<file path="config.mk">
export PLATFORM = sky130hd
export DESIGN_NAME = khtl_hash
export DESIGN_NICKNAME = d
export VERILOG_FILES = /design/src/khtl_pkg.sv /design/src/khtl_hash.sv
export SDC_FILE = /design/constraint.sdc
export NUM_CORES = 1
export LEC_CHECK = 0
export ABC_AREA = 1
export BUFFER_PORTS_ARGS = -buffer_cell sky130_fd_sc_hd__buf_2
export CAP_MARGIN = 0
export CORE_AREA = 3 3 57 48
export CTS_BUF_LIST = sky130_fd_sc_hd__clkbuf_8 sky130_fd_sc_hd__clkbuf_16
export DETAILED_ROUTE_END_ITERATION = 8
export DIE_AREA = 0 0 60 51
export HOLD_SLACK_MARGIN = 0.06
export SLEW_MARGIN = 20
export SYNTH_ARGS = -nofsm -noshare
export SYNTH_HDL_FRONTEND = slang
export SYNTH_SLANG_ARGS = --single-unit
</file>
<file path="constraint.sdc">
create_clock -name clk_i -period 1.8 [get_ports clk_i]
set_input_delay 0.18 -clock clk_i [delete_from_list [all_inputs] [get_ports clk_i]]
set_output_delay 0.18 -clock clk_i [all_outputs]
set_load 0.02 [all_outputs]
</file>
<file path="src/khtl_pkg.sv">
package khtl_pkg;

  // field widths of the request and result
  localparam int unsigned CharW   = 8;
  localparam int unsigned TokW    = 8;
  localparam int unsigned StatusW = 2;

  // hash multiplier 31 is applied as (hash << 5) - hash
  localparam int unsigned HashShift = 5;

  // result status codes
  typedef enum logic [StatusW-1:0] {
    StHit      = 2'd0,
    StMiss     = 2'd1,
    StInserted = 2'd2,
    StFull     = 2'd3
  } status_e;

  // control from the sequencer to the hash unit
  typedef struct packed {
    logic             step;
    logic             clear;
    logic [CharW-1:0] char_code;
  } hash_req_t;

endpackage

</file>
<file path="src/khtl_hash.sv">
module khtl_hash #(
  parameter int unsigned Entries = 64,
  localparam int unsigned SlotW = $clog2(Entries)
) (
  input  logic                clk_i,
  input  logic                rst_ni,
  input  khtl_pkg::hash_req_t req_i,
  output logic [SlotW-1:0]    hash_o
);

  import khtl_pkg::*;

  localparam int unsigned RedW = SlotW + 1;
  localparam int unsigned SumW = SlotW + 2;
  localparam logic [RedW-1:0] EntriesR = RedW'(Entries);
  localparam logic [SumW-1:0] EntriesS = SumW'(Entries);

  logic [SlotW-1:0] hash_q;
  logic             fold_q;
  logic [RedW-1:0]  h32_d, chm_d;
  logic [SlotW-1:0] h32_q, chm_q;
  logic [SumW-1:0]  sum;
  logic [SumW-1:0]  sum_r1;
  logic [SumW-1:0]  sum_r2;

  // first half: hash*32 mod n and char mod n, one doubling step per bit
  always_comb begin
    h32_d = {1'b0, hash_q};
    for (int k = 0; k < HashShift; k++) begin
      h32_d = {h32_d[RedW-2:0], 1'b0};
      if (h32_d >= EntriesR) begin
        h32_d = h32_d - EntriesR;
      end
    end
    chm_d = '0;
    for (int k = CharW - 1; k >= 0; k--) begin
      chm_d = {chm_d[RedW-2:0], req_i.char_code[k]};
      if (chm_d >= EntriesR) begin
        chm_d = chm_d - EntriesR;
      end
    end
  end

  // second half: h32 + chm - hash, brought back below n
  always_comb begin
    sum    = SumW'(h32_q) + SumW'(chm_q) + EntriesS - SumW'(hash_q);
    sum_r1 = (sum >= EntriesS) ? sum - EntriesS : sum;
    sum_r2 = (sum_r1 >= EntriesS) ? sum_r1 - EntriesS : sum_r1;
  end

  // partial terms
  always_ff @(posedge clk_i) begin
    if (req_i.step) begin
      h32_q <= h32_d[SlotW-1:0];
      chm_q <= chm_d[SlotW-1:0];
    end
  end

  // running hash
  always_ff @(posedge clk_i or negedge rst_ni) begin
    if (!rst_ni) begin
      hash_q <= '0;
      fold_q <= 1'b0;
    end else begin
      fold_q <= req_i.step;
      if (req_i.clear) begin
        hash_q <= '0;
      end else if (fold_q) begin
        hash_q <= sum_r2[SlotW-1:0];
      end
    end
  end

  assign hash_o = hash_q;

endmodule
</file>
Word-level counts from Yosys, hierarchy flattened
Index checks and enable logic that the tools add are counted.
W data, S select, Z words.
Operators by class
  $add $sub $neg: 12
  $lt $le $gt $ge: 9
  mux-type cells: 11
  reduce and logical (&&, ||, !) cells: 1
Operators by type and width (count)
  $mux W6: 10
  $ge A7 B7 Y1 const B: 7
  $sub A6 B1 Y6 const B: 8
  $ge A8 B7 Y1 const B: 2
  $add A7 B7 Y8 const B: 1
  $mux W8: 1
  $sub A8 B6 Y8: 1
  $sub A8 B7 Y8 const B: 1
  $add A6 B6 Y7: 1
  $reduce_bool A2 Y1: 1
Word-level totals
  flip-flop bits (word level): 19
  output and inout port bits: 6

Logic depth before layout (Yosys ltp)
Gate-level depths: netlist of the first run.
  depth in word-level cells: 10
  gate-level depth with buffers: 12

Worst setup path after synthesis of the first run
Ideal clock, no wire load.
  path type: register to register
  start: register hash_q[1] (netlist: hash_o[1])
  end: register hash_q[5] (netlist: hash_o[5])
  setup time: 0.117 ns
  data arrival time: 1.782 ns
  data required time: 1.683 ns
  path slack: -0.099 ns
  cell stages (with the launch flop): 11
  path buffers: 0
  period minus slack after synthesis: 1.899 ns
  cell sequence: dfrtp_1 > inv_1 > ha_1 > ha_1 > inv_1 > fa_1 > nand3b_1 > nand2_2 > nand3_1 > nand3_1 > nand2_1
On the way
  longest elaborated chain between the ends: 7
  elaborated cells between the ends (all ways): 9
  those cells by class: 3 x add/sub; 2 x order compare; 4 x mux
RTL lines
  start, declared: RTL line khtl_hash.sv:18  | logic [SlotW-1:0] hash_q;
  start signal, assigned: RTL line khtl_hash.sv:69  | hash_q <= sum_r2[SlotW-1:0];
  $sub A8 B6 Y8 *: RTL line khtl_hash.sv:46  | sum = SumW'(h32_q) + SumW'(chm_q) + EntriesS - SumW'(hash_q);
  $sub A8 B7 Y8 / $ge A8 B7 Y1 (equally long branches): RTL line khtl_hash.sv:47  | sum_r1 = (sum >= EntriesS) ? sum - EntriesS : sum;
  $mux W8 *: RTL line khtl_hash.sv:47
  $ge A8 B7 Y1 / $sub A6 B1 Y6 (equally long branches): RTL line khtl_hash.sv:48  | sum_r2 = (sum_r1 >= EntriesS) ? sum_r1 - EntriesS : sum_r1;
  $mux W6 *: RTL line khtl_hash.sv:48
  $mux W6 *: RTL line khtl_hash.sv:68  | end else if (fold_q) begin
  $mux W6 *: RTL line khtl_hash.sv:66  | if (req_i.clear) begin
Mark *: on every way between the ends. The rest lies on a longest branch, timed or not. The select of a mux whose other input is x is not followed.
A chain may end at the register's enable or synchronous reset.

Final worst setup path of the first run
  start: register chm_q[1]
  end: register hash_q[5] (netlist: hash_o[5])
On the way
  longest elaborated chain between the ends: 9
  elaborated cells between the ends (all ways): 11
  those cells by class: 5 x add/sub; 2 x order compare; 4 x mux
RTL lines
  start, declared: RTL line khtl_hash.sv:21  | logic [SlotW-1:0] h32_q, chm_q;
  start signal, assigned: RTL line khtl_hash.sv:55  | chm_q <= chm_d[SlotW-1:0];
  $add A6 B6 Y7 *: RTL line khtl_hash.sv:46
  $add A7 B7 Y8 *: RTL line khtl_hash.sv:46
  $sub A8 B6 Y8 *: RTL line khtl_hash.sv:46
  $sub A8 B7 Y8 / $ge A8 B7 Y1 (equally long branches): RTL line khtl_hash.sv:47
  $mux W8 *: RTL line khtl_hash.sv:47
  $ge A8 B7 Y1 / $sub A6 B1 Y6 (equally long branches): RTL line khtl_hash.sv:48
  $mux W6 *: RTL line khtl_hash.sv:48
  $mux W6 *: RTL line khtl_hash.sv:68
  $mux W6 *: RTL line khtl_hash.sv:66
Marks and branches as above.

==> impl_metrics.prom, run 1 <==
# TYPE chip_impl_metric gauge
chip_impl_metric{name="synth.avg_cell_area",unit="sq um"} 9.79
chip_impl_metric{name="max_freq",unit="GHz"} 0.574
chip_impl_metric{name="largest_driver_fanout_on_the_critical_path",unit=""} 2
chip_impl_metric{name="drt_wl_total",unit="um"} 1380
chip_impl_metric{name="fp.dieArea",unit="sq um"} 3060
chip_impl_info{name="timing.setup.critical_path_class",value="reg -> reg"} 1
chip_impl_metric{name="worst-endpoint-required",unit="ps"} 1940
chip_impl_metric{name="vias_per_cell",unit=""} 4.58
chip_impl_metric{name="globalRoute.totalOverflow",unit=""} 0
chip_impl_metric{name="synth-seq-cells",unit=""} 14
chip_impl_metric{name="via_count",unit=""} 572
chip_impl_metric{name="routed_wire_length_per_instance",unit="um"} 11.1
chip_impl_metric{name="dpl.hpwl",unit="um"} 1070
chip_impl_metric{name="finalNetCount",unit=""} 123
chip_impl_info{name="reg2reg_start",value="chm_q[1]"} 1
chip_impl_metric{name="dpl.cell_count",unit=""} 119
chip_impl_metric{name="finalSetupViolations",unit=""} 0
chip_impl_metric{name="grt_start_max_net_pins",unit=""} 9
chip_impl_metric{name="detail_route.iter0.violations",unit=""} 2
chip_impl_metric{name="floorplan.rows",unit=""} 15
chip_impl_metric{name="cts.sink_count",unit=""} 14
chip_impl_metric{name="cts.clk_slew.worst_paths",unit="ps"} 60
chip_impl_metric{name="drive_gt1_frac",unit=""} 0.330
chip_impl_info{name="cp_startpoint_kind",value="flop"} 1
chip_impl_metric{name="clock_tree.htree_level_count",unit=""} 1
chip_impl_info{name="tritoncts",value="yes"} 1
chip_impl_metric{name="setup_ws",unit="ps"} 56.3
chip_impl_metric{name="synthDistinctLibCells",unit=""} 17
chip_impl_metric{name="p_total",unit="W"} 0.00111
chip_impl_metric{name="worst_endpoint_data_arrival_time",unit="ps"} 1880
chip_impl_metric{name="yosysSeqAreaShare",unit=""} 0.505
chip_impl_info{name="root_buffer",value="clkbuf_8"} 1
chip_impl_metric{name="placedInstanceArea",unit="sq um"} 881
chip_impl_metric{name="whs_path_depth",unit=""} 1
chip_impl_metric{name="grt_use_total",unit=""} 0.111
chip_impl_metric{name="grt_pass1_wl",unit="um"} 2480
chip_impl_metric{name="worst_margin_pin_slew",unit="ps"} 258
chip_impl_metric{name="leakage",unit="nW"} 0.489
chip_impl_metric{name="grt_antenna_before_repair",unit=""} 0
chip_impl_metric{name="post_synth_design_cell_area",unit="sq um"} 763
chip_impl_info{name="timing.rr.end",value="hash_o[5]"} 1
chip_impl_metric{name="post_layout_nonfiller_instances",unit=""} 125
chip_impl_metric{name="yosysWarnings",unit=""} 0
chip_impl_metric{name="power_per_cell_area",unit="nW/um^2"} 1140
chip_impl_metric{name="rr_worst_depth",unit=""} 9
chip_impl_metric{name="skew",unit="ps"} 4.34
chip_impl_metric{name="place.gp.congestion",unit=""} 0.822
chip_impl_metric{name="cpPeakStageDelay",unit="ps"} 410
chip_impl_metric{name="die_h",unit="um"} 51
chip_impl_metric{name="worst_slew_margin",unit=""} 0.827
chip_impl_metric{name="drc",unit=""} 0
chip_impl_metric{name="synth_nets",unit=""} 100
chip_impl_info{name="crit_path_cell_trace",value="ha_4 > ha_4 > inv_2 > fa_2 > nand3b_1 > nand2_2 > nand3_2 > nand3_2 > nand2_1"} 1
chip_impl_metric{name="post-route-period-util",unit=""} 0.969
chip_impl_info{name="critical-path-slowest-cell",value="edfxtp_1"} 1
chip_impl_metric{name="fin_crit",unit="ps"} 1740
chip_impl_metric{name="clock_tree.buffer_depth",unit=""} 2
chip_impl_metric{name="cap_viol_max_count",unit=""} 0
chip_impl_metric{name="postRouteAntennaNets",unit=""} 0
chip_impl_metric{name="clock_insertion_delay_worst_skew",unit="ps"} 240
chip_impl_info{name="hold_path_startpoint",value="req_i[5]"} 1
chip_impl_metric{name="synthToLayoutAreaGrowth",unit="%"} 28.2
chip_impl_metric{name="floorplan.die.width",unit="um"} 60
chip_impl_metric{name="io_buffers",unit=""} 15
chip_impl_metric{name="placement.setup.worst_slack",unit="ps"} -8.05
chip_impl_metric{name="layout.filler_cells",unit=""} 206
chip_impl_metric{name="netlist_instances",unit=""} 78
chip_impl_info{name="timing.critical_path.to_type",value="flop"} 1
chip_impl_info{name="status",value="complete, no violations"} 1
chip_impl_metric{name="timing.reg2reg.setup_slack",unit="ps"} 60
chip_impl_metric{name="ioPinCount",unit=""} 18
chip_impl_metric{name="numCtsBuffers",unit=""} 3
chip_impl_metric{name="largest_vdd_supply_drop",unit="uV"} 801
chip_impl_info{name="hold_class",value="in -> reg"} 1
chip_impl_metric{name="drt_first_pass_iters",unit=""} 2
chip_impl_info{name="timing.hold.worst_endpoint",value="chm_q[5]"} 1
chip_impl_metric{name="initial_utilization",unit=""} 0.351
chip_impl_metric{name="maxSlewViolCount",unit=""} 0
chip_impl_metric{name="via_count_of_the_first_global_routing_pass",unit=""} 591
chip_impl_metric{name="core_area",unit="sq um"} 2180
chip_impl_metric{name="hold_viol_final",unit=""} 0
chip_impl_metric{name="stdcell_area",unit="sq um"} 978
chip_impl_metric{name="antenna_cells",unit=""} 0
chip_impl_info{name="rsz0062_at_grt",value="true"} 1
## Yosys cell counts
library cell	count	area, sq um
o22ai_1	3	18.8
nor2_4	1	11.3
nand3b_1	1	7.51
fa_1	1	20.0
inv_1	17	63.8
ha_1	9	113
nand2_1	15	56.3
a21oi_1	3	15.0
nand2_2	1	6.26
xnor2_1	1	8.76
dfrtp_1	7	175
xor2_1	1	8.76
nor2_1	3	11.3
inv_2	2	7.51
nand3_1	4	20.0
o21ai_1	2	10.0
edfxtp_1	7	210
## layout by cell type, fill, tap and decap left out, drive strengths merged
master / instances
nand3b: 1
nand3: 4
buf: 17
dlygate4sd3: 1
clkbuf: 3
nand2: 16
o21ai: 2
a21oi: 3
clkinv: 1
xnor2: 1
edfxtp: 7
ha: 9
nor2: 4
xor2: 1
fa: 1
o22ai: 3
inv: 19
dfrtp: 7
## critical path: cells and delay by family, from the launching register on
| family | cells | cell delay, ps |
|---|---|---|
| AND/OR/NAND/NOR | 5 | 430 |
| buffers and inverters | 1 | 30 |
| flip-flops | 1 | 410 |
| adder cells (fa/ha/maj) | 3 | 760 |
## stage by stage
stage,TNS (ps),hold WS (ps),utilization
floorplan,0,-116,-
global placement,0,27.8,0.405
detailed placement,-8.05,32.2,0.405
CTS,0,101,0.445
global route,-51.6,97.1,0.449
finish,0,108,0.449
## worst max path at each step
stage	start	to	slack [ps]	cells past startpoint
2_1_floorplan	hash_o[1]	hash_o[5]	10	10
3_3_place_gp	hash_o[1]	hash_o[5]	10	10
3_5_place_dp	hash_o[1]	hash_o[5]	-8	10
4_1_cts	chm_q[1]	hash_o[5]	30	9
5_1_grt	chm_q[1]	hash_o[5]	-50	10
6_report	chm_q[1]	hash_o[5]	60	9
## state kept, by name, indices dropped and copies added (netlist names)
signal,cells
h32_q,1
fold_q,1
hash_o,6
chm_q,6
## routing by layer
layer,up-vias,GRT usage,share of wire
li1,295,-,-
met1,265,0.145,0.44
met2,12,0.165,0.51
met3,0,0.0379,0.051
met4,0,0.0443,0
met5,-,0,0
## kinds of logic (layout without fill, tap and decap cells)
| kind of cell | count (synthesis) | count (layout) | synth area share |
|---|---|---|---|
| AO/OA/AOI/OAI | 8 | 8 | 0.0574 |
| XOR/XNOR | 2 | 2 | 0.0230 |
| flip-flops | 14 | 14 | 0.505 |
| adder cells (fa/ha/maj) | 10 | 10 | 0.174 |
| AND/OR/NAND/NOR | 25 | 25 | 0.148 |
| buffers and inverters | 19 | 41 | 0.0934 |
## power breakdown
part	total (W)	leakage [nW]	internal [W]	switching [W]
Combinational	0.000446	0.307	0.000190	0.000256
Sequential	0.000409	0.159	0.000384	0.0000256
Clock	0.000259	0.0231	0.000151	0.000108
## area by class of cell
| class | instances | area [sq um] | area share |
|---|---|---|---|
| Sequential cell | 14 | 387 | 0.395 |
| Clock buffer | 3 | 41.3 | 0.0422 |
| Inverter | 19 | 71.3 | 0.0729 |
| Multi-Input combinational cell | 45 | 344 | 0.352 |
| Timing Repair Buffer | 18 | 100 | 0.102 |
| Tap cell | 25 | 31.3 | 0.0320 |
| Clock inverter | 1 | 3.75 | 0.00384 |
## what timing repair did
action	4_1_cts	5_1_grt
hold buffers	1	0
buffers inserted	1	0
pin swaps	5	7
setup endpoints to repair	1	1
endpoints found under the hold margin	7	0
cloned	0	0
resized for setup	4	3
Note: power is estimated with default switching activity, not from simulation.
==> inputs of run 2 (changes only) <==
- CORE_AREA: 3 3 57 48 -> 3 3 51 43
- DIE_AREA: 0 0 60 51 -> 0 0 54 46
- PLACE_DENSITY: default -> 0.69
==> run 2 against run 1 <==
  * Die area fell by 19%
  * Design area shrank 0.13%
  * First-iteration DRC count increased to 4.0 times the previous value
==> impl_metrics.prom, run 2 (synthesized netlist as in run 1, its figures left out) <==
# TYPE chip_impl_metric gauge
chip_impl_info{name="timing.hold.worst_endpoint",value="chm_q[2]"} 1
chip_impl_metric{name="antenna_cells",unit=""} 0
chip_impl_metric{name="m1WireLength",unit="um"} 647
chip_impl_metric{name="power.internal",unit="W"} 0.000727
chip_impl_metric{name="cts.sink_count",unit=""} 14
chip_impl_metric{name="detail_route.iter0.violations",unit=""} 8
chip_impl_metric{name="cap_viol_max_count",unit=""} 0
chip_impl_metric{name="worst_slew_margin",unit=""} 0.837
chip_impl_metric{name="worst_endpoint_data_arrival_time",unit="ps"} 1890
chip_impl_info{name="hold_path_startpoint",value="req_i[2]"} 1
chip_impl_metric{name="numCtsBuffers",unit=""} 3
chip_impl_metric{name="floorplan.die.width",unit="um"} 54
chip_impl_metric{name="switching_share",unit=""} 0.348
chip_impl_metric{name="via_count_of_the_first_global_routing_pass",unit=""} 574
chip_impl_metric{name="synthToLayoutAreaGrowth",unit="%"} 28.0
chip_impl_metric{name="switchingPower",unit="W"} 0.000388
chip_impl_metric{name="clock_tree.htree_level_count",unit=""} 1
chip_impl_metric{name="via_count",unit=""} 564
chip_impl_metric{name="route.met2.wl",unit="um"} 599
chip_impl_info{name="timing.critical_path.to_type",value="flop"} 1
chip_impl_info{name="worst_setup_path_startpoint",value="chm_q[1]"} 1
chip_impl_metric{name="rr_worst_depth",unit=""} 9
chip_impl_metric{name="vias_per_cell",unit=""} 4.59
chip_impl_metric{name="clock_insertion_delay_worst_skew",unit="ps"} 250
chip_impl_metric{name="drive_gt1_frac",unit=""} 0.327
chip_impl_info{name="reg2reg_start",value="chm_q[1]"} 1
chip_impl_info{name="crit_path_cell_trace",value="ha_4 > ha_4 > inv_2 > fa_2 > nand3b_1 > nand2_2 > nand3_2 > nand3_1 > nand2_1"} 1
chip_impl_metric{name="grt_antenna_before_repair",unit=""} 0
chip_impl_metric{name="io_buffers",unit=""} 15
chip_impl_metric{name="grt_start_max_net_pins",unit=""} 9
chip_impl_metric{name="maxSlewViolCount",unit=""} 0
chip_impl_metric{name="core_area",unit="sq um"} 1680
chip_impl_metric{name="worst_margin_pin_slew",unit="ps"} 243
chip_impl_info{name="timing.setup.critical_path_class",value="reg -> reg"} 1
chip_impl_metric{name="skew",unit="ps"} 6.63
chip_impl_metric{name="die_h",unit="um"} 46
chip_impl_metric{name="leakage",unit="nW"} 0.496
chip_impl_metric{name="initial_utilization",unit=""} 0.456
chip_impl_metric{name="finalSetupViolations",unit=""} 0
chip_impl_metric{name="finalNetCount",unit=""} 124
chip_impl_metric{name="cpPeakStageDelay",unit="ps"} 410
chip_impl_metric{name="fp.dieArea",unit="sq um"} 2480
chip_impl_metric{name="place.gp.congestion",unit=""} 0.733
chip_impl_metric{name="globalRoute.totalOverflow",unit=""} 0
chip_impl_metric{name="drc",unit=""} 0
chip_impl_metric{name="fin_crit",unit="ps"} 1760
chip_impl_metric{name="power.share.sequential",unit=""} 0.367
chip_impl_info{name="rsz0062_at_grt",value="true"} 1
chip_impl_metric{name="floorplan.rows",unit=""} 13
chip_impl_info{name="path_common_cell",value="ha_4"} 1
chip_impl_metric{name="dpl.hpwl",unit="um"} 1020
chip_impl_info{name="tritoncts",value="yes"} 1
chip_impl_metric{name="worst-endpoint-required",unit="ps"} 1940
chip_impl_info{name="cp_startpoint_kind",value="flop"} 1
chip_impl_metric{name="layout.filler_cells",unit=""} 153
chip_impl_info{name="timing.rr.end",value="hash_o[5]"} 1
chip_impl_metric{name="postRouteAntennaNets",unit=""} 0
chip_impl_metric{name="drt_wl_total",unit="um"} 1370
chip_impl_metric{name="clock_tree.buffer_depth",unit=""} 2
chip_impl_info{name="final_cell_mix",value="15 x inv_1, 15 x nand2_1, 15 x buf_2"} 1
chip_impl_metric{name="grt_use_total",unit=""} 0.151
chip_impl_metric{name="grt_pass1_wl",unit="um"} 2490
chip_impl_info{name="hold_class",value="in -> reg"} 1
chip_impl_metric{name="final_util",unit=""} 0.583
chip_impl_metric{name="met3WireLength",unit="um"} 102
chip_impl_metric{name="power_per_cell_area",unit="nW/um^2"} 1140
chip_impl_metric{name="max_freq",unit="GHz"} 0.569
chip_impl_metric{name="ioPinCount",unit=""} 18
chip_impl_metric{name="whs_path_depth",unit=""} 1
chip_impl_metric{name="drt_first_pass_iters",unit=""} 4
chip_impl_metric{name="cts.clk_slew.worst_paths",unit="ps"} 60
chip_impl_metric{name="largest_driver_fanout_on_the_critical_path",unit=""} 2
chip_impl_metric{name="hold_viol_final",unit=""} 0
chip_impl_metric{name="largest_vdd_supply_drop",unit="uV"} 691
chip_impl_metric{name="setup_ws",unit="ps"} 43.8
chip_impl_metric{name="pwr-share-clk",unit=""} 0.236
chip_impl_info{name="critical-path-slowest-cell",value="edfxtp_1"} 1
chip_impl_info{name="maxUsedRoutingLayer",value="met4"} 1
chip_impl_metric{name="timing.reg2reg.setup_slack",unit="ps"} 40
chip_impl_info{name="status",value="complete, no violations"} 1
chip_impl_metric{name="placement.setup.worst_slack",unit="ps"} 15.3
chip_impl_metric{name="post-route-period-util",unit=""} 0.976
chip_impl_metric{name="power_frac_comb",unit=""} 0.397
chip_impl_metric{name="routed_wire_length_per_instance",unit="um"} 11.1
chip_impl_info{name="root_buffer",value="clkbuf_8"} 1
[run 2: how the worst max path moves through the flow]
stage                     depth (start not counted)        end
after floorplan                                  10  hash_o[5]
after global placement                           10  hash_o[5]
after detailed placement                         10  hash_o[5]
after CTS                                         9  hash_o[5]
after global routing                             10  hash_o[5]
final                                             9  hash_o[5]
[run 2: metrics by stage]
| stage | std cells | setup TNS [ps] | power [W] | cell area, sq um | hold WS (ps) |
|---|---|---|---|---|---|
| after global placement | 116 | 0 | 0.000805 | 877 | 27.1 |
| after floorplan | 78 | 0 | 0.000714 | 767 | -116 |
| after detailed placement | 116 | 0 | 0.000814 | 877 | 36.7 |
| after global routing | 123 | -28.5 | 0.00122 | 977 | 94.7 |
| after CTS | 122 | 0 | 0.00112 | 965 | 93.4 |
| final | 123 | 0 | 0.00111 | 977 | 101 |
[run 2: layer usage]
| metal | global-route usage | vias to the layer above |
|---|---|---|
| met3 | 0.0689 | 3 |
| met2 | 0.220 | 16 |
| met1 | 0.189 | 250 |
| li1 | - | 295 |
| met5 | 0 | - |
| met4 | 0.0746 | 0 |
[run 2: final cells by class]
class	instances	area (sq um)	share of cell area
sequential	14	387	0.396
clock inverter	1	3.75	0.00384
inverter	19	71.3	0.0730
clock buffer	3	41.3	0.0423
multi-input combinational	45	339	0.347
tap	22	27.5	0.0282
timing repair buffer	19	108	0.110
[run 2: power by group through the flow]
stage / Combinational [W] / Sequential [W] / Clock (W)
after global routing: 0.000513 / 0.000416 / 0.000292
after detailed placement: 0.000399 / 0.000414 / 0
final: 0.000442 / 0.000409 / 0.000263
after CTS: 0.000431 / 0.000410 / 0.000276
after floorplan: 0.000262 / 0.000452 / 0
after global placement: 0.000392 / 0.000413 / 0
[run 2: worst max-delay path, delay by kind of cell (launching register included)]
kind	cells	cell delay (ps)
adders and majority gates	3	760
and+or+nand+nor	5	440
DFF	1	410
buffers and inverters	1	30
[run 2: what timing repair did]
action | CTS | global route
setup endpoints to repair | 1 | 1
resized for setup | 4 | 2
hold buffers | 1 | 0
endpoints found under the hold margin | 7 | 0
buffers inserted | 1 | 1
pin swaps | 5 | 2
