## src/khtl_ram.sv

```systemverilog
module khtl_ram #(
  parameter int unsigned Width = 8,
  parameter int unsigned Depth = 64,
  localparam int unsigned Aw = (Depth > 1) ? $clog2(Depth) : 1
) (
  input  logic             clk_i,
  input  logic             we_i,
  input  logic [Aw-1:0]    waddr_i,
  input  logic [Width-1:0] wdata_i,
  input  logic [Aw-1:0]    raddr_i,
  output logic [Width-1:0] rdata_o
);

  logic [Width-1:0] mem_q [Depth];

  // one write port, registered read port
  always_ff @(posedge clk_i) begin
    if (we_i) begin
      mem_q[waddr_i] <= wdata_i;
    end
    rdata_o <= mem_q[raddr_i];
  end

endmodule

```

## config.mk

```make
export PLATFORM = sky130hd
export DESIGN_NAME = khtl_ram
export DESIGN_NICKNAME = d
export VERILOG_FILES = /design/src/khtl_ram.sv
export SDC_FILE = /design/constraint.sdc
export NUM_CORES = 1
export LEC_CHECK = 0
export ABC_AREA = 1
export BUFFER_PORTS_ARGS = -buffer_cell sky130_fd_sc_hd__buf_4
export CORE_MARGIN = 5
export CORE_UTILIZATION = 59
export DETAILED_ROUTE_END_ITERATION = 7
export MAX_ROUTING_LAYER = met4
export PLACE_DENSITY = 0.75
export SLEW_MARGIN = 20
export SYNTH_ARGS = -nofsm -noshare
export SYNTH_HDL_FRONTEND = slang
export SYNTH_SLANG_ARGS = --single-unit
```

## constraint.sdc

```tcl
create_clock -name clk_i -period 6.44 [get_ports clk_i]
set_input_delay 1.288 -clock clk_i [delete_from_list [all_inputs] [get_ports clk_i]]
set_output_delay 1.288 -clock clk_i [all_outputs]
set_load 0.02 [all_outputs]
```

**After elaboration in Yosys (flattened, before gate mapping)**

Memory sizes are Yosys's and may differ from the RTL's. A register that Yosys moved wholly into a read port is not among the register bits.
Cells that the tools add are included.
Widths: inputs -> output; s select.

- Register bits after elaboration: 0
- Latch bits: 0
- Bits in writable memories: 512
- Memory bits (read-only): 0
- Bits of input ports: 22
- Output and inout bits: 8
- Logic and storage cells: 3
- Memories kept: 1

- Add/subtract/negate cells: 0
- Multiply operators: 0
- Div/mod/pow operators: 0
- $lt $le $gt $ge: 0
- Eq/ne operators: 0
- Shifts and indexed selects: 0
- Multiplexer cells: 2
- Bitwise operators: 0
- Reductions and logical operators: 0

Memories:

| name | words | width | read ports | clocked after Yosys merged registers in | wr ports | line | source |
|---|---|---|---|---|---|---|---|
| mem_q | 64 | 8 | 1 | 1 | 1 | 14 | `logic [Width-1:0] mem_q [Depth];` |

Operators with widths:

| cell | count |
|---|---|
| $mux 1 | 2 |

**Longest topological paths before layout**

Gate-level depths: netlist (run 1).

- Word-level depth: 2
- Mapped depth: 12
- Depth with buffers taken out: 9

**Worst setup path before layout (run 1)**

Ideal clock, no wire load.

- Kind: in2reg
- Start: input port we_i
- End: memory mem_q[48][0], enable pin
- Library setup time: 0.395 ns
- Data arrival time: 2.659 ns
- Required time: 6.045 ns
- Slack: 3.386 ns
- Cell stages on the path: 3
- Buffers on the path: 1
- Path through: clkbuf_1 -> nand4_1 -> nor4_1

- Longest elaborated chain between the ends: 2

RTL lines:

| item | line | source |
|---|---|---|
| start, declared | 7 | `input logic we_i,` |
| $mux 1 | 18 | `if (we_i) begin` |
| $mux 1 (implied by the code) | 19 | `mem_q[waddr_i] <= wdata_i;` |
| end, declared | 14 |  |

Every way passes these cells.

==> impl_summary.log, run 1 <==
[metrics] Worst slew margin: 26.73%
[metrics] type of the worst min-delay path: register to register
[metrics] Post-DRT Antenna Nets: 0
[metrics] unrepaired setup endpoints after global routing: false
[metrics] post-synthesis instance area: 21340 um^2
[metrics] reg2reg setup slack: about 5 ns
[metrics] Resized Gates After CTS: 0
[metrics] outcome: finished clean
[metrics] count of unresolved DRC violations after routing: 0
[metrics] post-route insts no fill: around 2300
[metrics] count of vias placed by the detailed router: ~14000
[metrics] Vias/cell: between 6 and 7
[metrics] length in cells of the worst reg-to-reg path: 8
[metrics] Fin. Hold Viols: 0
[metrics] HPWL after detailed placement: ~28000 um
[metrics] setup TNS: 0 ns
[metrics] Clk Latency, worst-skew pair: 0.56 ns
[metrics] H-tree levels: 2
[metrics] weighted congestion reported at the end of routability-driven placement: 0.9216
[metrics] count of filler cells inserted in the layout: 2582
[metrics] Critical-path top delay cell: sky130_fd_sc_hd__inv_6
[metrics] clock buffer count from CTS: a little under 50
[metrics] number of rows in the core area: between 60 and 70
[metrics] capture point of the worst reg-to-reg path: rdata_o[5]
[metrics] start of the worst register-to-register path: mem_q[39][5]
[metrics] core footprint: about 36000 um^2
[metrics] most common cell after layout, fill and taps aside: sky130_fd_sc_hd__nand2_1
[metrics] endpoint class of the critical path: register
[metrics] overall track demand over capacity in global routing: between 20% and 30%
[metrics] slew at the pin closest to its max-slew limit: 1.099 ns
[metrics] drt wl/cell: roughly 22 um
[metrics] static power due to leakage: around 8.3 nW
[metrics] post-placement cell area: 21470 um^2
[metrics] critical path data required time: 6.94 ns
[metrics] synthesized flop and latch total: between 500 and 600
[metrics] number of global-route vias before repair: ~13000
[metrics] nature of the critical path startpoint: input pin
[metrics] Yosys Warn Count: 0
[metrics] number of antenna violations at the first check in global routing: 0
[metrics] top library cells by usage in the layout, fill and taps aside: sky130_fd_sc_hd__nand2_1 (648), sky130_fd_sc_hd__edfxtp_1 (512), sky130_fd_sc_hd__nand3_1 (439)
[metrics] start point of the worst min-delay path: mem_q[6][7]
[metrics] fraction of the yosys area taken by sequential cells: 72.80%
[metrics] pin count of the biggest net entering global routing: between 150 and 200
[metrics] largest vdd supply drop: about 0.00024 V
[metrics] post-layout minimum cycle time: 3.466 ns
[metrics] Die Y-Extent: roughly 200 um
[metrics] Post CTS Setup Buffer Count: 0
[metrics] total non-filler cell area in the finished layout: 23100 um^2
[metrics] Setup CP Type: input pin to register
[metrics] Hold Path End: rdata_o[7]
[metrics] max-cap viol count: 0
[metrics] Final Worst Setup Slack: 2.974 ns
[metrics] mean post-synth cell area: around 12 um^2
[metrics] Synth-to-Final Area Change: 8.250%
[metrics] # hold bufs at CTS: 0
[metrics] root buf cell: sky130_fd_sc_hd__clkbuf_16
[metrics] number of distinct standard cells referenced by the synthesized netlist: 16
[metrics] cell count after synthesis: 1805
[metrics] count of buffers from port buffering: 29
[metrics] Inst Count DP: 2197
[metrics] maximum cell stage delay along the critical path: between 0.7 and 0.8 ns
[metrics] number of pins with negative max-slew slack in the final report: 0
[metrics] post-detailed-routing wire length: 50100 um
[metrics] worst setup slack before clock tree synthesis: about 2.5 ns
[metrics] fraction of layout instances using a drive strength above 1: under 10%
[metrics] crit share post-route: a little over half
[metrics] top achievable clock speed: 288.5 MHz
[metrics] CP cell instances: buf_6 -> inv_6 -> buf_4 -> nand2_1 -> nand3_1 -> nand3_1 -> nand2_1 -> nand2_1 -> nand3_1 -> nand3_1 -> nand2_1
[metrics] number of nets in the synthesized netlist: 1827
[metrics] iteration count of the initial detailed-routing pass: 6
[metrics] Post-Route Skew: roughly 0.011 ns
[metrics] Sinks on Clock Net: 520
[metrics] clock tree from TritonCTS: built
[metrics] top fanout value on the critical path: 142
[metrics] final count of negative-setup-slack endpoints: 0
[metrics] clock input transition at the sequential cells of the worst setup and hold paths: roughly 0.060 ns
[metrics] number of antenna cells inserted: 0
[metrics] final net count: 1809
[metrics] initial core utilization: roughly three fifths
[metrics] Worst EP arrival: 3.96 ns
[metrics] number of cells on the worst hold path: 8
[metrics] worst hold slack: 0.8283 ns
[metrics] leftover overflow at the end of global routing: 0
[metrics] pwr/cell area: 308.7 nW/um^2
[metrics] wire length of the first global-routing pass: a little under 80000 um
[metrics] buffers from clock root to sink, at most: 3
[metrics] number of violations reported at the end of detailed-routing iteration 0: around 1700
[metrics] total die area: 40070 um^2
[metrics] number of ports placed on the die boundary: 30
[metrics] Horiz. Die Dim: 200.2 um
==> cell usage after synthesis <==
cell,number,area (um^2)
sky130_fd_sc_hd__buf_1,10,37.54
sky130_fd_sc_hd__dfxtp_1,8,160.2
sky130_fd_sc_hd__nand4_1,9,56.30
sky130_fd_sc_hd__nand2_1,648,2432
sky130_fd_sc_hd__nor2_1,56,210.2
sky130_fd_sc_hd__inv_2,1,3.750
sky130_fd_sc_hd__clkbuf_1,15,56.30
sky130_fd_sc_hd__inv_6,1,8.760
sky130_fd_sc_hd__nor4_1,8,50.05
sky130_fd_sc_hd__buf_2,37,185.2
sky130_fd_sc_hd__inv_1,10,37.54
sky130_fd_sc_hd__buf_6,35,394.1
sky130_fd_sc_hd__edfxtp_1,512,15370
sky130_fd_sc_hd__nand3_1,439,2197
sky130_fd_sc_hd__buf_4,14,105.1
sky130_fd_sc_hd__buf_8,2,30.03
==> worst max path at each step <==
stage	end	slack [ns]	from
final	rdata_o[5]	2.97	raddr_i[0]
after global routing	rdata_o[5]	2.87	raddr_i[0]
after global placement	rdata_o[5]	2.54	raddr_i[0]
after detailed placement	rdata_o[5]	2.54	raddr_i[0]
after floorplan	mem_q[48][0]	3.39	we_i
after CTS	rdata_o[5]	3.12	raddr_i[0]
==> registers in the layout (all words and copies together), names as in the netlist <==
signal	cells
mem_q	512
rdata_o	8
==> area by class of cell <==
cell class | instances | area [um^2] | area share, %
Clock inverter | 29 | 370.4 | 1.603
Inverter | 12 | 52.55 | 0.2275
Multi-Input combinational cell | 1160 | 4946 | 21.41
Clock buffer | 58 | 1260 | 5.454
Sequential cell | 520 | 15530 | 67.25
Tap cell | 461 | 576.8 | 2.497
Timing Repair Buffer | 44 | 359.1 | 1.555
==> cells by family (layout without fill, tap and decap cells) <==
| group | count (synthesis) | after routing | share of synthesized area [%] |
|---|---|---|---|
| buf+inv | 125 | 143 | 4.022 |
| flops | 520 | 520 | 72.80 |
| simple gates | 1160 | 1160 | 23.18 |
==> worst max-delay path, delay by kind of cell <==
family	cells	cell delay [ns]
AND/OR/NAND/NOR	8	0.91
buffers and inverters	3	1.56
==> where the power goes <==
group          internal, mW  switching [mW]
Clock                  1.76            1.19
Combinational         0.104           0.319
Sequential             3.75          0.0136
Total                  5.60            1.53
==> through the flow <==
stage / power (mW) / util (%)
final: 7.132 / 64.79
after CTS: 7.149 / 64.79
after global routing: 7.343 / 64.79
after detailed placement: 4.248 / 60.21
after global placement: 4.241 / 60.21
after floorplan: 4.095 / -
==> layer usage <==
layer / routed length (um) / GRT usage [%] / part of all wire (%)
met1: 19260 / 33.58 / 38
met5: 0 / - / 0
met3: 4816 / 4.221 / 9.6
met4: 1641 / 8.606 / 3.3
met2: 24380 / 40.26 / 49
(Power assumes the default switching activity.)
==> inputs of run 2 (changes only) <==
--- a/config.mk
+++ b/config.mk
@@ -5,10 +5,10 @@
 export SDC_FILE = /design/constraint.sdc
 export NUM_CORES = 1
 export LEC_CHECK = 0
-export ABC_AREA = 1
+export ABC_AREA = 0
 export BUFFER_PORTS_ARGS = -buffer_cell sky130_fd_sc_hd__buf_4
 export CORE_MARGIN = 5
-export CORE_UTILIZATION = 59
+export CORE_UTILIZATION = 56
 export DETAILED_ROUTE_END_ITERATION = 7
 export MAX_ROUTING_LAYER = met4
 export PLACE_DENSITY = 0.75
==> constraint.sdc (replaced) <==
create_clock -name clk_i -period 3 [get_ports clk_i]
set_input_delay 0.6 -clock clk_i [delete_from_list [all_inputs] [get_ports clk_i]]
set_output_delay 0.6 -clock clk_i [all_outputs]
set_load 0.02 [all_outputs]
==> run 2 against run 1 <==
Effect of this change:
- final area decreased by 0.42%
- via count down 27%
- clock skew is 0.0094 ns higher
- count of clock-buffer cells in the layout grew 4
- worst setup slack worse by 2.2 ns
- cell count is 31% lower
- hold slack lost 0.45 ns
- power rose by 110%
- core utilization down 0.12 points
==> impl_summary.log, run 2 <==
[metrics] Die Y-Extent: roughly 200 um
[metrics] number of antenna violations at the first check in global routing: 0
[metrics] top fanout value on the critical path: 19
[metrics] number of flip-flops in the largest register: ~510
[metrics] worst setup slack before clock tree synthesis: 0.1950 ns
[metrics] fraction of layout instances using a drive strength above 1: about 31%
[metrics] count of vias placed by the detailed router: around 10000
[metrics] CP cell instances: clkbuf_8 -> buf_12 -> buf_4 -> mux4_2 -> mux4_2 -> nor2_1 -> o32ai_1
[metrics] static power due to leakage: approximately 7.4 nW
[metrics] count of unresolved DRC violations after routing: 0
[metrics] clock buffer count from CTS: 50
[metrics] critical path data required time: 3.45 ns
[metrics] wire length of the first global-routing pass: roughly 67000 um
[metrics] synthesized flop and latch total: 520
[metrics] most common cell after layout, fill and taps aside: sky130_fd_sc_hd__edfxtp_1
[metrics] biggest regs: mem_q: 512 flops, rdata_o: 8 flops
[metrics] register with the highest flop count: mem_q
[metrics] number of violations reported at the end of detailed-routing iteration 0: around 1400
[metrics] Fin. Hold Viols: 0
[metrics] post-synthesis instance area: 20170 um^2
[metrics] maximum cell stage delay along the critical path: approximately 0.52 ns
[metrics] clock tree from TritonCTS: built
[metrics] weighted congestion reported at the end of routability-driven placement: ~0.88
[metrics] number of nets in the synthesized netlist: a little under 1000
[metrics] most common cell type on the critical path: sky130_fd_sc_hd__mux4_2
[metrics] Buf/Inv on CP: 3
[metrics] fraction of the yosys area taken by sequential cells: between 70% and 80%
[metrics] # hold bufs at CTS: 0
[metrics] outcome: finished clean
[metrics] Synth-to-Final Area Change: 14.06%
[metrics] post-placement cell area: 21470 um^2
[metrics] GRT met3 Usage: about 4.6%
[metrics] length in cells of the worst reg-to-reg path: 5
[metrics] drt wl/cell: approximately 28 um
[metrics] number of cells on the worst hold path: 2
[metrics] Int Pwr: between 10 and 15 mW
[metrics] unrepaired setup endpoints after global routing: false
[metrics] HPWL after detailed placement: between 20000 and 30000 um
[metrics] initial core utilization: a little under three fifths
[metrics] Setup CP Type: input pin to register
[metrics] Resized Gates After CTS: 0
[metrics] post-layout minimum cycle time: around 2.2 ns
[metrics] total non-filler cell area in the finished layout: around 23000 um^2
[metrics] Commonest cells post-synth: sky130_fd_sc_hd__edfxtp_1 (512), sky130_fd_sc_hd__mux4_2 (126), sky130_fd_sc_hd__nor2_1 (83), sky130_fd_sc_hd__mux2i_1 (23), sky130_fd_sc_hd__nand2_1 (19)
[metrics] count of filler cells inserted in the layout: between 2000 and 2500
[metrics] most used standard cell by instance count after synthesis: sky130_fd_sc_hd__edfxtp_1
[metrics] post-detailed-routing wire length: 44510 um
[metrics] number of global-route vias before repair: between 10000 and 15000
[metrics] clock share of power: about two fifths
[metrics] dominant cell type by area after synthesis: sky130_fd_sc_hd__edfxtp_1
[metrics] core footprint: 35570 um^2
[metrics] Critical-path top delay cell: sky130_fd_sc_hd__mux4_2
[metrics] setup TNS: 0 ns
[metrics] H-tree levels: 2
[metrics] Final Worst Setup Slack: about 0.80 ns
[metrics] total die area: ~40000 um^2
[metrics] most heavily used metal layer in global routing: met2
[metrics] number of distinct standard cells referenced by the synthesized netlist: 40
[metrics] cell depth of the worst setup path: 7
[metrics] Sw Share: 21.04%
[metrics] number of rows in the core area: 69
[metrics] pwr/cell area: approximately 640 nW/um^2
[metrics] final count of negative-setup-slack endpoints: 0
[metrics] leftover overflow at the end of global routing: 0
[metrics] cell family with most CP delay: multiplexers
[metrics] nature of the critical path startpoint: input pin
[metrics] Post CTS Setup Buffer Count: 0
[metrics] largest vdd supply drop: around 0.00058 V
[metrics] top achievable clock speed: 454.4 MHz
[metrics] Post-Route Skew: 0.02015 ns
[metrics] buffers from clock root to sink, at most: 3
[metrics] overall track demand over capacity in global routing: a little under a quarter
[metrics] Post-DRT Antenna Nets: 0
[metrics] main area contributors after synthesis: sky130_fd_sc_hd__edfxtp_1 (76%), sky130_fd_sc_hd__mux4_2 (14%), sky130_fd_sc_hd__nor2_1 (1.5%)
[metrics] crit share post-route: roughly 73%
[metrics] slew at the pin closest to its max-slew limit: between 0.7 and 0.8 ns
[metrics] root buf cell: sky130_fd_sc_hd__clkbuf_16
[metrics] Async S/R FF share, synth: 0%
[metrics] final net count: approximately 1100
[metrics] relative contribution of combinational cells to total power: 5.3%
[metrics] Vias/cell: between 6 and 7
[metrics] Worst EP arrival: 2.65 ns
[metrics] Worst slew margin: between 50% and 60%
[metrics] number of pins with negative max-slew slack in the final report: 0
[metrics] routing usage on met2: about 36%
[metrics] cell count after synthesis: 940
[metrics] Yosys Warn Count: 0
[metrics] Net Sw Power: about 3.1 mW
[metrics] dominant synthesized flop cell: sky130_fd_sc_hd__edfxtp_1
[metrics] mean post-synth cell area: between 20 and 25 um^2
[metrics] endpoint class of the critical path: register
[metrics] count of buffers from port buffering: 29
[metrics] Clk Latency, worst-skew pair: around 0.57 ns
[metrics] pin count of the biggest net entering global routing: 65
[metrics] iteration count of the initial detailed-routing pass: 7
[metrics] type of the worst min-delay path: input pin to register
[metrics] share of the synthesized area in the top cell type: approximately 76%
[metrics] Sinks on Clock Net: 520
[metrics] number of ports placed on the die boundary: 30
[metrics] global-route met1 utilization: approximately 34%
[metrics] max-cap viol count: 0
[metrics] top library cells by usage in the layout, fill and taps aside: sky130_fd_sc_hd__edfxtp_1 (512), sky130_fd_sc_hd__buf_4 (129), sky130_fd_sc_hd__mux4_2 (126)
[metrics] register share of total power: between 50% and 60%
[metrics] Post-synth EDFFs: ~500
[metrics] Horiz. Die Dim: 199.8 um
[metrics] clock input transition at the sequential cells of the worst setup and hold paths: roughly 0.070 ns
[metrics] number of antenna cells inserted: 0
[run 2: cell count changes after synthesis, sizes merged, moves of 14 or more]
| cell | delta |
|---|---|
| buf | -64 |
| mux2i | +23 |
| mux4 | +126 |
| nand2 | -629 |
| nand3 | -426 |
| nor2 | +27 |
| nor2b | +14 |
[run 2: per-layer routing]
| metal | up-vias | share of wire (%) |
|---|---|---|
| met5 | - | 0 |
| met4 | 0 | 2.8 |
| met3 | 93 | 9.6 |
| met2 | 511 | 49 |
| met1 | 5242 | 39 |
| li1 | 4197 | - |
[run 2: per-stage QoR]
step	hold slack [ns]	cells	power, mW	util [%]
finish	0.3817	1575	14.77	64.67
global route	0.3796	1575	15.23	64.67
CTS	0.3556	1575	14.87	64.67
detailed placement	0.8232	1483	9.013	60.36
global placement	0.8090	1483	8.993	60.36
floorplan	0.6989	940	8.653	-
[run 2: path summary, 6_finish.rpt]
kind	start	end	slack [ns]
setup / recovery	raddr_i[0]	rdata_o[6]	0.80
setup reg to reg	mem_q[29][4]	rdata_o[4]	0.83
hold reg to reg	mem_q[30][4]	rdata_o[4]	0.83
hold / removal	raddr_i[5]	rdata_o[5]	0.38
[run 2: cell type report]
cell class,count,area [um^2],share of cell area [%]
Clock buffer,62,1326,5.766
Multi-Input combinational cell,369,4315,18.76
Tap cell,461,576.8,2.508
Sequential cell,520,15530,67.54
Timing Repair Buffer,133,1042,4.531
Clock inverter,30,206.4,0.8975
[run 2: kinds of logic after synthesis]
logic type | Yosys count | synth area share (%)
AOI/OAI and AO/OA | 54 | 2.072
DFF | 520 | 77.03
and+or+nand+nor | 153 | 3.387
buffers and inverters | 51 | 1.570
muxes | 162 | 15.94
[run 2: power by group through the flow]
| stage | clock network (mW) | registers, mW | logic [mW] |
|---|---|---|---|
| final | 5.91 | 8.07 | 0.786 |
| after global routing | 6.32 | 8.07 | 0.835 |
| after CTS | 6.01 | 8.07 | 0.790 |
| after detailed placement | 0 | 8.22 | 0.788 |
| after global placement | 0 | 8.22 | 0.772 |
| after floorplan | 0 | 8.22 | 0.429 |
==> inputs of run 3 (changes only) <==
--- a/config.mk
+++ b/config.mk
@@ -8,7 +8,7 @@
 export ABC_AREA = 0
 export BUFFER_PORTS_ARGS = -buffer_cell sky130_fd_sc_hd__buf_4
 export CORE_MARGIN = 5
-export CORE_UTILIZATION = 56
+export CORE_UTILIZATION = 59
 export DETAILED_ROUTE_END_ITERATION = 7
 export MAX_ROUTING_LAYER = met4
 export PLACE_DENSITY = 0.75
==> constraint.sdc (replaced) <==
create_clock -name clk_i -period 2.1 [get_ports clk_i]
set_input_delay 0.42 -clock clk_i [delete_from_list [all_inputs] [get_ports clk_i]]
set_output_delay 0.42 -clock clk_i [all_outputs]
set_load 0.02 [all_outputs]
==> run 3 against run 2 <==
Effect of this change:
- critical path depth down 2
- cell count up 2.3%
- via count up 2.3%
- hold slack worse by 0.10 ns
- die area down 4.8%
- critical path type is now register to register
- sequential power up 43%
- critical endpoint is now rdata_o[4]
- register-to-register slack worse by 0.74 ns
- non-clock buffer count up 49
- wire length up 2.0%
==> impl_summary.log, run 3 (same netlist as run 2, synthesis figures left out) <==
[metrics] pin count of the biggest net entering global routing: 65
[metrics] core footprint: 33620 um^2
[metrics] weighted congestion reported at the end of routability-driven placement: ~0.85
[metrics] iteration count of the initial detailed-routing pass: 6
[metrics] Post CTS Setup Buffer Count: 0
[metrics] max-cap viol count: 0
[metrics] start point of the worst min-delay path: raddr_i[5]
[metrics] post-detailed-routing wire length: ~45000 um
[metrics] Int Pwr: roughly 17 mW
[metrics] maximum cell stage delay along the critical path: roughly 0.46 ns
[metrics] HPWL after detailed placement: around 28000 um
[metrics] Clk Latency, worst-skew pair: 0.55 ns
[metrics] Sw Share: about a fifth
[metrics] number of flip-flops in the largest register: 512
[metrics] clock buffer count from CTS: 50
[metrics] endpoint class of the critical path: register
[metrics] top library cells by usage in the layout, fill and taps aside: sky130_fd_sc_hd__edfxtp_1 (512), sky130_fd_sc_hd__buf_4 (168), sky130_fd_sc_hd__mux4_2 (126)
[metrics] H-tree levels: 2
[metrics] Worst EP arrival: roughly 2.4 ns
[metrics] count of unresolved DRC violations after routing: 0
[metrics] total die area: around 38000 um^2
[metrics] count of vias placed by the detailed router: around 10000
[metrics] worst setup slack before clock tree synthesis: -0.5283 ns
[metrics] Post-Route Skew: between 0.01 and 0.015 ns
[metrics] number of violations reported at the end of detailed-routing iteration 0: 1111
[metrics] post-layout minimum cycle time: 2.010 ns
[metrics] sequential cell area: around 16000 um^2
[metrics] Final Worst Setup Slack: ~0.090 ns
[metrics] number of rows in the core area: 67
[metrics] number of ports placed on the die boundary: 30
[metrics] unrepaired setup endpoints after global routing: false
[metrics] leftover overflow at the end of global routing: 0
[metrics] type of the worst min-delay path: input pin to register
[metrics] Critical-path top delay cell: sky130_fd_sc_hd__mux4_2
[metrics] Post-DRT Antenna Nets: 0
[metrics] total non-filler cell area in the finished layout: 23670 um^2
[metrics] final count of negative-setup-slack endpoints: 0
[metrics] Sinks on Clock Net: 520
[metrics] Setup CP Type: register to register
[metrics] final net count: 1145
[metrics] pwr/cell area: slightly above 900 nW/um^2
[metrics] number of antenna cells inserted: 0
[metrics] cell depth of the worst setup path: 5
[metrics] register share of total power: around 53%
[metrics] count of filler cells inserted in the layout: ~2000
[metrics] top achievable clock speed: about 500 MHz
[metrics] start of the worst register-to-register path: mem_q[29][4]
[metrics] post-placement cell area: 21950 um^2
[metrics] Net Sw Power: around 4.4 mW
[metrics] register with the highest flop count: mem_q
[metrics] Critical Path Sink: rdata_o[4]
[metrics] reg2reg setup slack: 0.09 ns
[metrics] Synth-to-Final Area Change: 17.37%
[metrics] largest vdd supply drop: roughly 0.0011 V
[metrics] drt wl/cell: about 28 um
[metrics] capture point of the worst reg-to-reg path: rdata_o[4]
[metrics] Buf/Inv on CP: 0
[metrics] number of pins with negative max-slew slack in the final report: 0
[metrics] outcome: finished clean
[metrics] length in cells of the worst reg-to-reg path: 5
[metrics] Die Y-Extent: between 150 and 200 um
[metrics] number of antenna violations at the first check in global routing: 0
[metrics] most common cell after layout, fill and taps aside: sky130_fd_sc_hd__edfxtp_1
[metrics] nature of the critical path startpoint: register
[metrics] clock tree from TritonCTS: built
[metrics] Fin. Hold Viols: 0
[metrics] Resized Gates After CTS: 2
[metrics] clock input transition at the sequential cells of the worst setup and hold paths: 0.06 ns
[metrics] cell family with most CP delay: multiplexers
[metrics] relative contribution of combinational cells to total power: under 10%
[metrics] biggest regs: mem_q: 512 flops, rdata_o: 8 flops
[metrics] count of buffers from port buffering: 29
[metrics] buffers from clock root to sink, at most: 3
[metrics] # hold bufs at CTS: 0
[metrics] slew at the pin closest to its max-slew limit: around 0.73 ns
[metrics] static power due to leakage: 7.772 nW
[metrics] overall track demand over capacity in global routing: between 20% and 30%
[metrics] initial core utilization: between 50 and 60%
[metrics] Worst setup startpoint: mem_q[29][4]
[metrics] clock share of power: between 40% and 50%
[metrics] Worst slew margin: about 50%
[metrics] wire length of the first global-routing pass: approximately 68000 um
[metrics] CP cell instances: mux4_2 -> mux2_2 -> o221a_2 -> nor3_1 -> o32ai_1
[metrics] crit share post-route: between 90% and 100%
[metrics] critical path data required time: around 2.5 ns
[metrics] root buf cell: sky130_fd_sc_hd__clkbuf_16
[metrics] Horiz. Die Dim: around 200 um
[metrics] footprint of the multi-input gates: 4333 um^2
[metrics] Vias/cell: between 6 and 7
[metrics] fraction of layout instances using a drive strength above 1: between 30% and 40%
[metrics] number of global-route vias before repair: around 10000
[metrics] top fanout value on the critical path: 1
-- run 3: changes by cell type in the layout (fill, tap and decap cells not counted), sizes merged --
cell / previous run / this run
buf: 132 / 181
clkbuf: 63 / 66
clkinv: 24 / 17
bufinv: 2 / 7
-- run 3: per-stage QoR --
step	TNS (ns)	hold WS (ns)	std cells	power, mW	util (%)
after floorplan	0	0.5189	940	12.36	-
after global placement	-3.036	0.8126	1519	12.92	65.28
after detailed placement	-3.097	0.8318	1519	12.95	65.28
after CTS	0	0.2580	1612	22.06	70.40
after global routing	0	0.2726	1612	22.62	70.41
final	0	0.2820	1612	21.94	70.41
-- run 3: per-layer routing --
metal | global-route usage, % | up-vias | wire length, um
li1 | - | 4295 | -
met1 | 33.58 | 5348 | 17350
met2 | 38.14 | 525 | 22110
met3 | 6.302 | 103 | 4360
met4 | 7.913 | 0 | 1578
met5 | - | - | 0
-- run 3: worst min-delay path, stage by stage --
cell	delay (ns)
sky130_fd_sc_hd__buf_4	0.19
sky130_fd_sc_hd__nand2_1	0.10
sky130_fd_sc_hd__o2bb2ai_1	0.06
-- run 3: power groups by stage --
stage / clock network (mW) / registers [mW] / logic (mW)
floorplan: 0 / 11.7 / 0.612
global placement: 0 / 11.7 / 1.17
detailed placement: 0 / 11.8 / 1.20
CTS: 9.32 / 11.5 / 1.22
global route: 9.81 / 11.5 / 1.28
finish: 9.19 / 11.5 / 1.21
-- run 3: worst min-delay path by stage --
stage | end | cells past startpoint
2_1_floorplan | mem_q[0][0] | 0
3_3_place_gp | rdata_o[2] | 3
3_5_place_dp | rdata_o[2] | 3
4_1_cts | rdata_o[5] | 2
5_1_grt | rdata_o[6] | 3
6_report | rdata_o[2] | 3
-- run 3: area by class of cell --
type,count,area share [%]
Sequential cell,520,65.63
Multi-Input combinational cell,369,18.31
Timing Repair Buffer,182,6.486
Clock buffer,65,5.825
Tap cell,448,2.368
Clock inverter,28,1.385
